**src/hdl/fube_pkg.sv**
```systemverilog
// types, character codes and encoding functions for the form url byte encoder
`default_nettype none
package fube_pkg;

  typedef enum logic [2:0] {
    K_PASS,
    K_PLUS,
    K_NL,
    K_HEX,
    K_MARK
  } kind_t;

  typedef struct packed {
    kind_t      kind;
    logic [7:0] data;
    logic       last;
  } entry_t;

  localparam logic [7:0] CH_SPACE = 8'h20;
  localparam logic [7:0] CH_LF    = 8'h0A;
  localparam logic [7:0] CH_CR    = 8'h0D;
  localparam logic [7:0] CH_PLUS  = 8'h2B;
  localparam logic [7:0] CH_PCT   = 8'h25;
  localparam logic [7:0] CH_NUL   = 8'h00;

  // "%0D%0A"
  localparam logic [7:0] NL_SEQ [6] = '{8'h25, 8'h30, 8'h44, 8'h25, 8'h30, 8'h41};

  function automatic logic [7:0] hex_char(input logic [3:0] nib);
    logic [7:0] n8;
    n8 = {4'h0, nib};
    if (nib < 4'd10) hex_char = 8'h30 + n8;
    else             hex_char = 8'h37 + n8;
  endfunction

  function automatic logic [2:0] run_len(input kind_t kind);
    case (kind)
      K_HEX:   run_len = 3'd3;
      K_NL:    run_len = 3'd6;
      default: run_len = 3'd1;
    endcase
  endfunction

  function automatic logic [7:0] enc_char(input entry_t e, input logic [2:0] idx);
    case (e.kind)
      K_PASS: enc_char = e.data;
      K_PLUS: enc_char = CH_PLUS;
      K_NL:   enc_char = (idx < 3'd6) ? NL_SEQ[idx] : CH_NUL;
      K_HEX: begin
        if (idx == 3'd0)      enc_char = CH_PCT;
        else if (idx == 3'd1) enc_char = hex_char(e.data[7:4]);
        else                  enc_char = hex_char(e.data[3:0]);
      end
      default: enc_char = CH_NUL;
    endcase
  endfunction

endpackage
`default_nettype wire

```
**src/hdl/fube_front.sv**
```systemverilog
// front stage: accepts raw bytes and classifies them into queue entries
`default_nettype none
module fube_front (
  input  wire logic            clk,
  input  wire logic            rst_n,
  input  wire logic            in_valid,
  output logic                 in_ready,
  input  wire logic [7:0]      in_byte,
  input  wire logic            in_last,
  output logic                 push_valid,
  input  wire logic            push_ready,
  output fube_pkg::entry_t     push_entry
);
  import fube_pkg::*;

  logic   ent_v_r, ent_v_nxt;
  entry_t ent_r;
  kind_t  kind;
  logic   is_cr;
  logic   accept;

  function automatic logic is_passed(input logic [7:0] c);
    is_passed = (c >= 8'h41 && c <= 8'h5A) || (c >= 8'h61 && c <= 8'h7A) ||
                (c >= 8'h30 && c <= 8'h39) ||
                c == 8'h24 || c == 8'h2D || c == 8'h2E || c == 8'h5F ||
                c == 8'h21 || c == 8'h2A || c == 8'h28 || c == 8'h29 ||
                c == 8'h2C;
  endfunction

  always_comb begin
    is_cr = (in_byte == CH_CR);
    if (is_passed(in_byte))        kind = K_PASS;
    else if (in_byte == CH_SPACE)  kind = K_PLUS;
    else if (in_byte == CH_LF)     kind = K_NL;
    else if (is_cr)                kind = K_MARK;
    else                           kind = K_HEX;
  end

  assign in_ready   = !ent_v_r || push_ready;
  assign accept     = in_valid && in_ready;
  assign push_valid = ent_v_r;
  assign push_entry = ent_r;

  // a dropped carriage return only leaves an entry when it ends the string
  always_comb begin
    if (accept)                     ent_v_nxt = !(is_cr && !in_last);
    else if (ent_v_r && push_ready) ent_v_nxt = 1'b0;
    else                            ent_v_nxt = ent_v_r;
  end

  always_ff @(posedge clk) begin
    if (!rst_n) begin
      ent_v_r <= 1'b0;
    end else begin
      ent_v_r <= ent_v_nxt;
    end
    if (accept) begin
      ent_r.kind <= kind;
      ent_r.data <= in_byte;
      ent_r.last <= in_last;
    end
  end

endmodule
`default_nettype wire

```
**src/hdl/fube_queue.sv**
```systemverilog
// small register queue between the classifier and the output sequencer
`default_nettype none
module fube_queue #(
  parameter int DEPTH = 2
) (
  input  wire logic            clk,
  input  wire logic            rst_n,
  input  wire logic            push_valid,
  output logic                 push_ready,
  input  wire fube_pkg::entry_t push_entry,
  output logic                 pop_valid,
  input  wire logic            pop_ready,
  output fube_pkg::entry_t     pop_entry
);
  import fube_pkg::*;

  localparam int PTR_W = (DEPTH > 1) ? $clog2(DEPTH) : 1;
  localparam int CNT_W = $clog2(DEPTH + 1);

  entry_t             mem_r [DEPTH];
  logic [PTR_W-1:0]   wr_ptr_r, wr_ptr_nxt;
  logic [PTR_W-1:0]   rd_ptr_r, rd_ptr_nxt;
  logic [CNT_W-1:0]   cnt_r, cnt_nxt;
  logic               do_push, do_pop;

  assign push_ready = (cnt_r != CNT_W'(DEPTH));
  assign pop_valid  = (cnt_r != '0);
  assign pop_entry  = mem_r[rd_ptr_r];
  assign do_push    = push_valid && push_ready;
  assign do_pop     = pop_valid && pop_ready;

  always_comb begin
    wr_ptr_nxt = wr_ptr_r;
    rd_ptr_nxt = rd_ptr_r;
    cnt_nxt    = cnt_r;
    if (do_push) wr_ptr_nxt = (wr_ptr_r == PTR_W'(DEPTH - 1)) ? '0 : wr_ptr_r + 1'b1;
    if (do_pop)  rd_ptr_nxt = (rd_ptr_r == PTR_W'(DEPTH - 1)) ? '0 : rd_ptr_r + 1'b1;
    if (do_push && !do_pop)      cnt_nxt = cnt_r + 1'b1;
    else if (!do_push && do_pop) cnt_nxt = cnt_r - 1'b1;
  end

  always_ff @(posedge clk) begin
    if (!rst_n) begin
      wr_ptr_r <= '0;
      rd_ptr_r <= '0;
      cnt_r    <= '0;
    end else begin
      wr_ptr_r <= wr_ptr_nxt;
      rd_ptr_r <= rd_ptr_nxt;
      cnt_r    <= cnt_nxt;
    end
    if (do_push) mem_r[wr_ptr_r] <= push_entry;
  end

endmodule
`default_nettype wire

```
**src/hdl/fube_back.sv**
```systemverilog
// back stage: expands one entry into its run of encoded bytes, one per cycle while the output is not stalled
`default_nettype none
module fube_back (
  input  wire logic             clk,
  input  wire logic             rst_n,
  input  wire logic             pop_valid,
  output logic                  pop_ready,
  input  wire fube_pkg::entry_t pop_entry,
  output logic                  out_valid,
  input  wire logic             out_ready,
  output logic [7:0]            out_byte,
  output logic                  out_has_byte,
  output logic                  out_run_last,
  output logic                  out_string_end
);
  import fube_pkg::*;

  entry_t     cur_r;
  logic       cur_v_r, cur_v_nxt;
  logic [2:0] idx_r, idx_nxt;
  logic       o_v_r, o_v_nxt;
  logic [7:0] o_byte_r;
  logic       o_has_r, o_run_r, o_end_r;
  logic       adv, emit, fin;

  assign adv       = !o_v_r || out_ready;
  assign emit      = cur_v_r && adv;
  assign fin       = (idx_r == run_len(cur_r.kind) - 3'd1);
  // next entry loads as the current one hands out its final byte
  assign pop_ready = !cur_v_r || (emit && fin);

  always_comb begin
    cur_v_nxt = cur_v_r;
    idx_nxt   = idx_r;
    if (pop_valid && pop_ready) begin
      cur_v_nxt = 1'b1;
      idx_nxt   = '0;
    end else if (emit && fin) begin
      cur_v_nxt = 1'b0;
    end else if (emit) begin
      idx_nxt = idx_r + 3'd1;
    end
    if (emit)           o_v_nxt = 1'b1;
    else if (out_ready) o_v_nxt = 1'b0;
    else                o_v_nxt = o_v_r;
  end

  always_ff @(posedge clk) begin
    if (!rst_n) begin
      cur_v_r <= 1'b0;
      idx_r   <= '0;
      o_v_r   <= 1'b0;
    end else begin
      cur_v_r <= cur_v_nxt;
      idx_r   <= idx_nxt;
      o_v_r   <= o_v_nxt;
    end
    if (pop_valid && pop_ready) cur_r <= pop_entry;
    if (emit) begin
      o_byte_r <= enc_char(cur_r, idx_r);
      o_has_r  <= (cur_r.kind != K_MARK);
      o_run_r  <= fin;
      o_end_r  <= fin && cur_r.last;
    end
  end

  assign out_valid      = o_v_r;
  assign out_byte       = o_byte_r;
  assign out_has_byte   = o_has_r;
  assign out_run_last   = o_run_r;
  assign out_string_end = o_end_r;

endmodule
`default_nettype wire

```
**src/hdl/form_url_byte_encoder_core.sv**
```systemverilog
// top level of the form url byte encoder
//
//  channel | ports                                            | direction
//  input   | in_valid in_ready in_byte in_last                | into block
//  result  | out_valid out_ready out_byte out_has_byte        | out of block
//          | out_run_last out_string_end                      |
//
// results leave at one byte per cycle from the output sequencer while it is
// not stalled; an item yields one result (passed byte, space, end marker),
// three (escaped byte) or six (line feed); a dropped carriage return that
// does not end the string yields none. items pass the classifier register,
// the queue and the sequencer. synchronous reset clears all valid flags; the
// queue lets the classifier keep taking items while the output is stalled.
`default_nettype none
module form_url_byte_encoder_core #(
  parameter int QUEUE_DEPTH = 2
) (
  input  wire logic       clk,
  input  wire logic       rst_n,
  input  wire logic       in_valid,
  output logic            in_ready,
  input  wire logic [7:0] in_byte,
  input  wire logic       in_last,
  output logic            out_valid,
  input  wire logic       out_ready,
  output logic [7:0]      out_byte,
  output logic            out_has_byte,
  output logic            out_run_last,
  output logic            out_string_end
);
  import fube_pkg::*;

  logic   push_valid, push_ready;
  entry_t push_entry;
  logic   pop_valid, pop_ready;
  entry_t pop_entry;

  fube_front u_front (
    .clk        (clk),
    .rst_n      (rst_n),
    .in_valid   (in_valid),
    .in_ready   (in_ready),
    .in_byte    (in_byte),
    .in_last    (in_last),
    .push_valid (push_valid),
    .push_ready (push_ready),
    .push_entry (push_entry)
  );

  fube_queue #(.DEPTH(QUEUE_DEPTH)) u_queue (
    .clk        (clk),
    .rst_n      (rst_n),
    .push_valid (push_valid),
    .push_ready (push_ready),
    .push_entry (push_entry),
    .pop_valid  (pop_valid),
    .pop_ready  (pop_ready),
    .pop_entry  (pop_entry)
  );

  fube_back u_back (
    .clk            (clk),
    .rst_n          (rst_n),
    .pop_valid      (pop_valid),
    .pop_ready      (pop_ready),
    .pop_entry      (pop_entry),
    .out_valid      (out_valid),
    .out_ready      (out_ready),
    .out_byte       (out_byte),
    .out_has_byte   (out_has_byte),
    .out_run_last   (out_run_last),
    .out_string_end (out_string_end)
  );

endmodule
`default_nettype wire

```
**config.mk**
```make
export PLATFORM = sky130hd
export DESIGN_NAME = form_url_byte_encoder_core
export DESIGN_NICKNAME = d
export VERILOG_FILES = /design/src/hdl/fube_pkg.sv /design/src/hdl/fube_front.sv /design/src/hdl/fube_queue.sv /design/src/hdl/fube_back.sv /design/src/hdl/form_url_byte_encoder_core.sv
export SDC_FILE = /design/constraint.sdc
export NUM_CORES = 1
export LEC_CHECK = 0
export BUFFER_PORTS_ARGS = -buffer_cell sky130_fd_sc_hd__buf_2
export CORE_ASPECT_RATIO = 1.5
export CORE_UTILIZATION = 43
export CTS_CLUSTER_DIAMETER = 150
export DETAILED_ROUTE_END_ITERATION = 10
export PLACE_DENSITY = 0.75
export SLEW_MARGIN = 20
export SYNTH_ARGS = -nofsm -noshare
export SYNTH_HDL_FRONTEND = slang
export SYNTH_SLANG_ARGS = --single-unit
```
**constraint.sdc**
```tcl
create_clock -name clk -period 2.6 [get_ports clk]
set_clock_uncertainty 0.2 [all_clocks]
set_input_delay 0.39 -clock clk [delete_from_list [all_inputs] [get_ports clk]]
set_output_delay 0.39 -clock clk [all_outputs]
set_load 0.005 [all_outputs]
```
-- After elaboration in Yosys (flattened, before gate mapping)
Memories as Yosys holds them, arrays and structs flattened. A register that Yosys moved wholly into a read port is not among the register bits.
Cells that the tools add are included.
- $add $sub $neg: 10
- $mul: 0
- div/mod/pow operators: 0
- order comparisons: 10
- equal/unequal tests: 19
- shift-type cells: 0
- multiplexer cells: 24
- bitwise gates (word level): 3
- reductions and logical operators: 44
- operators with widths (operator ; count):
    8-bit by 6-bit equality test with 1-bit output (second input constant) ; 9
    8-bit two-way mux ; 7
    8-bit one-hot mux with 4 select lines ; 1
    6-bit by 4-bit adder with 7-bit output (first input constant) ; 4
    8-bit by 4-bit equality test with 1-bit output (second input constant) ; 2
    8-bit by 7-bit greater-or-equal comparator with 1-bit output (second input constant) ; 2
    8-bit by 7-bit <= comparator with 1-bit output (second input constant) ; 2
    1-bit logical OR ; 14
    1-bit logical AND ; 12
    1-bit two-way mux ; 11
    2-bit nonzero test ; 5
    8-bit by 7-bit equality test with 1-bit output (second input constant) ; 1
    8-bit by 6-bit greater-or-equal comparator with 1-bit output (second input constant) ; 1
    8-bit by 6-bit <= comparator with 1-bit output (second input constant) ; 1
    4-bit less-than comparator (second input constant) ; 2
    1-bit zero test ; 7
    3-bit by 1-bit equality test with 1-bit output (second input constant) ; 2
    3-bit by 2-bit equality test with 1-bit output (second input constant) ; 2
    3-bit zero test ; 2
    2-bit two-way mux ; 3
    3-bit one-hot mux with 2 select lines ; 1
    4-bit greater-or-equal comparator (second input constant) ; 1
    3-bit inverter with 4-bit output ; 1
    2-bit OR reduction ; 2
    other kinds (13) ; 15
- register bits after elaboration: 33
- bits in latches: 0
- memory bits (writable): 24
- bits in read-only memories: 64
- bits of input ports: 13
- word-level logic and storage cells: 128
- memories: 2
- memory list (name ; words ; bits a word ; rd ports ; clocked after Yosys merged registers in ; wr ports ; RTL line ; text):
    (name not given) ; 8 ; 8 ; 1 ; 0 ; 0 ; fube_pkg.sv:48 ; K_NL: enc_char = (idx < 3'd6) ? NL_SEQ[idx] : CH_NUL;
    u_queue.mem_r ; 2 ; 12 ; 1 ; 1 ; 1 ; fube_queue.sv:20 ; entry_t mem_r [DEPTH];

-- Logic depth before layout (Yosys ltp)
- word-level depth: 14
- depth in mapped cells: 10
- depth with buffers taken out: 9

-- By module
Synthesis repeated with hierarchy kept, for this count alone.
- cells, all modules: 251
- area, all modules: 3218.1 sq um
- modules (own cells, without submodules) (module ; times used ; cells each ; area each (sq um) ; seq. area each (sq um)):
    fube_back ; 1 ; 144 ; 1522.7 ; 790.8
    fube_queue ; 1 ; 61 ; 1103.6 ; 820.8
    fube_front ; 1 ; 46 ; 591.8 ; 380.4

-- Worst setup path after synthesis
Ideal clock, no wire load.
- path kind: reg-to-reg
- start: register, netlist name u_back.cur_r[10]
- end: register u_queue.cnt_r[1]
- setup time: 0.072 ns
- arrival time: 2.449 ns
- data required time: 2.328 ns
- setup slack: -0.121 ns
- cell stages (with the launch flop): 10
- path buffers: 1
- clock period less this slack: 2.721 ns
- path through: edfxtp_1 -> buf_6 -> and2b_4 -> mux2i_1 -> a211oi_1 -> a211oi_4 -> inv_2 -> ha_1 -> or3_1 -> a21oi_1
- word-level cells in the longest chain between the ends: 10
- elaborated cells on any way between the ends: 13
- classes of those cells: 1 x add/sub; 3 x eq/ne; 2 x mux; 7 x reduce/logical
- RTL lines (what ; RTL line ; text):
    3-bit by 2-bit equality test with 1-bit output ; fube_pkg.sv:37 ; case (kind)
    3-bit one-hot mux with 2 select lines * ; fube_pkg.sv:37 ;
    3-bit by 1-bit subtractor with 3-bit output * ; fube_back.sv:28 ; assign fin = (idx_r == run_len(cur_r.kind) - 3'd1);
    3-bit equality test * ; fube_back.sv:28 ;
    1-bit logical AND * ; fube_back.sv:30 ; assign pop_ready = !cur_v_r || (emit && fin);
    1-bit logical OR * ; fube_back.sv:30 ;
    1-bit logical AND * ; fube_queue.sv:30 ; assign do_pop = pop_valid && pop_ready;
    1-bit zero test ; fube_queue.sv:38 ; if (do_push && !do_pop) cnt_nxt = cnt_r + 1'b1;
    1-bit logical AND ; fube_queue.sv:38 ;
    2-bit two-way mux or 2-bit nonzero test (tied branches) ; n/a ;
    to (signal assigned) ; fube_queue.sv:50 ; cnt_r <= cnt_nxt;
    to (decl) ; fube_queue.sv:23 ; logic [CNT_W-1:0] cnt_r, cnt_nxt;
Every way passes the cells marked *; elsewhere a longest branch is shown, timed or not.
A chain may end at the register's enable or synchronous reset.

-- Final worst setup path
- start: register, netlist name u_back.cur_r[11]
- end: register u_queue.cnt_r[1]
- word-level cells in the longest chain between the ends: 10
- elaborated cells on any way between the ends: 13
- classes of those cells: 1 x add/sub; 3 x eq/ne; 2 x mux; 7 x reduce/logical
- RTL lines (what ; RTL line):
    3-bit by 2-bit equality test with 1-bit output ; fube_pkg.sv:37
    3-bit one-hot mux with 2 select lines * ; fube_pkg.sv:37
    3-bit by 1-bit subtractor with 3-bit output * ; fube_back.sv:28
    3-bit equality test * ; fube_back.sv:28
    1-bit logical AND * ; fube_back.sv:30
    1-bit logical OR * ; fube_back.sv:30
    1-bit logical AND * ; fube_queue.sv:30
    1-bit zero test ; fube_queue.sv:38
    1-bit logical AND ; fube_queue.sv:38
    2-bit two-way mux or 2-bit nonzero test (tied branches) ; n/a
Marked as above.

==> results.yml <==
run_status:
  status: "finished, final reports clean"
critical_path:
  critPathArrivalTime_ps: 2370
  r2r-end: "u_queue.cnt_r[1]"
  path_class: "register to register"
  worst-r2r-cell-count: 9
  r2r_slack_ps: 300
  crit_required_ps: 2670
  worstSetupStartpoint: "u_back.cur_r[11]"
  crit_path_cell_trace: "and2b_4, mux2i_2, a211oi_2, a211oi_4, inv_2, ha_4, xor2_1, or3_1, a21oi_1"
  cpPeakStageDelay_ps: 380
  cp-start-kind: "register"
  worst_r2r_startpoint: "u_back.cur_r[11]"
  crit_slowest_cell: "edfxtp_1"
  path_max_fanout: 3
  crit_end: "u_queue.cnt_r[1]"
  end_kind: "register"
timing:
  tightest_slew_ps: 563
  slew_headroom: 0.624
  fin_crit_sh: 0.885
  rsz0062_at_grt: "no"
  max_freq_mhz: 435
  finalHoldViolations: 0
  layout_setup_ws_ps: 300
  period_needed_ps: 2300
  finalMaxSlewViolations: 0
  hold_ws_ps: 48.4
  setup-tns-final_ps: 0
  setup_viol: 0
finish:
  area.sequential_sq_um: 1970
  final_util: 0.524
  fin_nets: 303
  n_antenna_cell: 0
  layout-drive-gt1-share: 0.226
  multi_input_area_sq_um: 1120
  synthToLayoutAreaGrowth_pct: 15.8
  fillCellCount: 591
floorplan:
  core_area_sq_um: 6990
  ios: 26
  fp-row-count: 37
  dieWidth_microns: 72.0
  fp.dieArea_sq_um: 7710
  start_util: 0.452
  die_y_microns: 107
synthesis:
  syn_inst: 247
  yosysUniqueCellTypes: 52
  synth-edff-count: 59
  yosys.cell_count.top_type: "edfxtp_1"
  synth_common_cells: "59 x edfxtp_1, 19 x nor2_1, 13 x inv_1, 12 x a21oi_1, 12 x mux2_2"
  yosysSeqAreaShare: 0.623
  async_reset_ff_frac: 0
  syn_nets: 268
  ys_ff_latch: 69
  synthFlopType: "edfxtp_1"
  syn_area_sq_um: 3160
  yosys_warnings: 0
  synth_area_leaders: "edfxtp_1 56%, dfxtp_1 6.3%, mux2_2 4.3%"
  synth_top_area_frac: 0.560
  syn_avg_cell_area_sq_um: 12.8
  synth_largest_area_cell: "edfxtp_1"
detailed_routing:
  drt_pass1_iterations: 5
  vias_per_cell: 5.26
  ant_nets: 0
  wl_per_cell_microns: 13.2
  post-route-drc-count: 0
  wl_microns: 5060
  num_vias: 2019
  drtIter0Drc: 124
power:
  p_int_mw: 2.49
  seq_power_share: 0.466
  cellPowerDensity_nw_per_um2: 980
  finalPower_mw: 3.59
  peakVddDrop_v: 0.000529
  comb_power_share: 0.267
  p_sw_mw: 1.10
  clkPwrFrac: 0.267
  leakage_nw: 1.29
  p_sw_frac: 0.306
global_routing:
  antenna_found_initial: 0
  grt_use_total: 0.148
  grt_util_met3: 0.0376
  grt_pass1_wl_microns: 8680
  grt_pass1_vias: 1959
  gr-max-usage-layer: "met2"
  grtUsageMet1: 0.152
  use_met2: 0.269
  gr-total-overflow: 0
  grt_max_degree: 18
clocking:
  cts_hold_buf: 0
  cts.sinks: 69
  cts_resized: 0
  cts_tree: "built"
  path_clk_slew_ps: 80
  post-cts-setup-buffers: 0
  worstSkewPairLatency_ps: 340
  clockBufferDepth: 2
  root_buffer: "clkbuf_8"
  numCtsBuffers: 9
  htree_levels: 3
min_path:
  hp-class: "input pin to register"
placed_design:
  hpwl_microns: 3700
  port_buffers: 25
  preCtsSetupSlack_ps: 300
  place_congestion: 0.857
job:
  drv_cap: 0
## per-stage QoR
stage               std cells  area (sq um)
finish                    384          3660
floorplan                 247          3180
CTS                       384          3660
global route              384          3660
detailed placement        368          3440
global placement          368          3440
## placed cells by master, fill, tap and decap left out, types with 3 or more instances in the layout
cell	Yosys	routed
nand2_1	11	11
buf_2	1	25
clkbuf_8	0	9
o21ai_0	7	7
nor2b_1	4	4
nor3_1	7	7
nor4b_1	3	3
nand2b_1	6	6
mux2i_1	5	4
ha_1	8	7
xnor2_1	3	3
nor2_1	19	19
nor4_1	3	3
edfxtp_1	59	59
inv_1	13	13
a21oi_1	12	12
dfxtp_1	10	10
o21ai_1	4	4
o21bai_1	3	3
buf_4	0	6
xor2_1	4	4
a211oi_1	7	6
a21boi_1	3	3
mux2_2	12	12
a31oi_1	3	3
## sequential cells by signal, indices dropped and copies added, names as in the netlist
signal,flops
u_queue.mem_r,24
u_back.cur_r,12
u_front.push_entry,12
u_back.out_byte,8
u_back.idx_r,3
u_queue.cnt_r,2
u_back.cur_v_r,1
u_back.out_has_byte,1
u_back.out_run_last,1
u_back.out_string_end,1
u_back.out_valid,1
u_front.push_valid,1
u_queue.rd_ptr_r,1
u_queue.wr_ptr_r,1
## worst max-delay path: cells and delay by family, from the launching register on
family	cells	cell delay [ps]
multiplexers	1	260
buffers and inverters	1	70
adder cells (fa/ha/maj)	1	160
XOR/XNOR	1	140
AND/OR/NAND/NOR	2	570
flip-flops	1	380
AO/OA/AOI/OAI	3	440
## worst min-delay path by stage
stage,startpoint,to,slack (ps),depth (start not counted)
after floorplan,u_front.push_entry[0],u_queue.mem_r[0][0],220,0
after global placement,u_front.push_entry[1],u_queue.mem_r[0][1],220,0
after detailed placement,u_front.push_entry[0],u_queue.mem_r[0][0],230,0
after CTS,in_last,u_front.push_entry[0],40,1
after global routing,in_last,u_front.push_entry[0],40,1
final,in_last,u_front.push_entry[0],50,1
## power by group through the flow
stage / logic (mW) / clock network [mW] / registers, mW
floorplan: 0.735 / 0 / 1.65
global placement: 0.947 / 0 / 1.69
detailed placement: 0.962 / 0 / 1.70
CTS: 0.967 / 0.978 / 1.67
global route: 1.08 / 1.02 / 1.71
finish: 0.960 / 0.958 / 1.67
## cells by family (layout without fill, tap and decap cells)
kind of cell | after synthesis | in the layout | share of synthesized area
AOI/OAI and AO/OA | 57 | 57 | 0.125
xor gates and xnor gates | 7 | 7 | 0.0194
adders and majority gates | 8 | 8 | 0.0316
buffers and inverters | 22 | 62 | 0.0289
DFF | 69 | 69 | 0.623
muxes | 17 | 17 | 0.0585
and+or+nand+nor | 67 | 67 | 0.113
## final cells by class
type,count,share of cell area
well taps,97,0.0331
multi-input cells,156,0.306
clock inverters,7,0.0266
inverters,15,0.0154
flip-flops and latches,69,0.538
clock buffers,9,0.0338
repair buffers,31,0.0465
## per-layer routing
layer  share of wire  wire length, microns
met5               0                     0
met1            0.40                  2010
met3           0.031                   159
met4           0.030                   150
met2            0.54                  2740
Power figures use the tool's default switching activity.
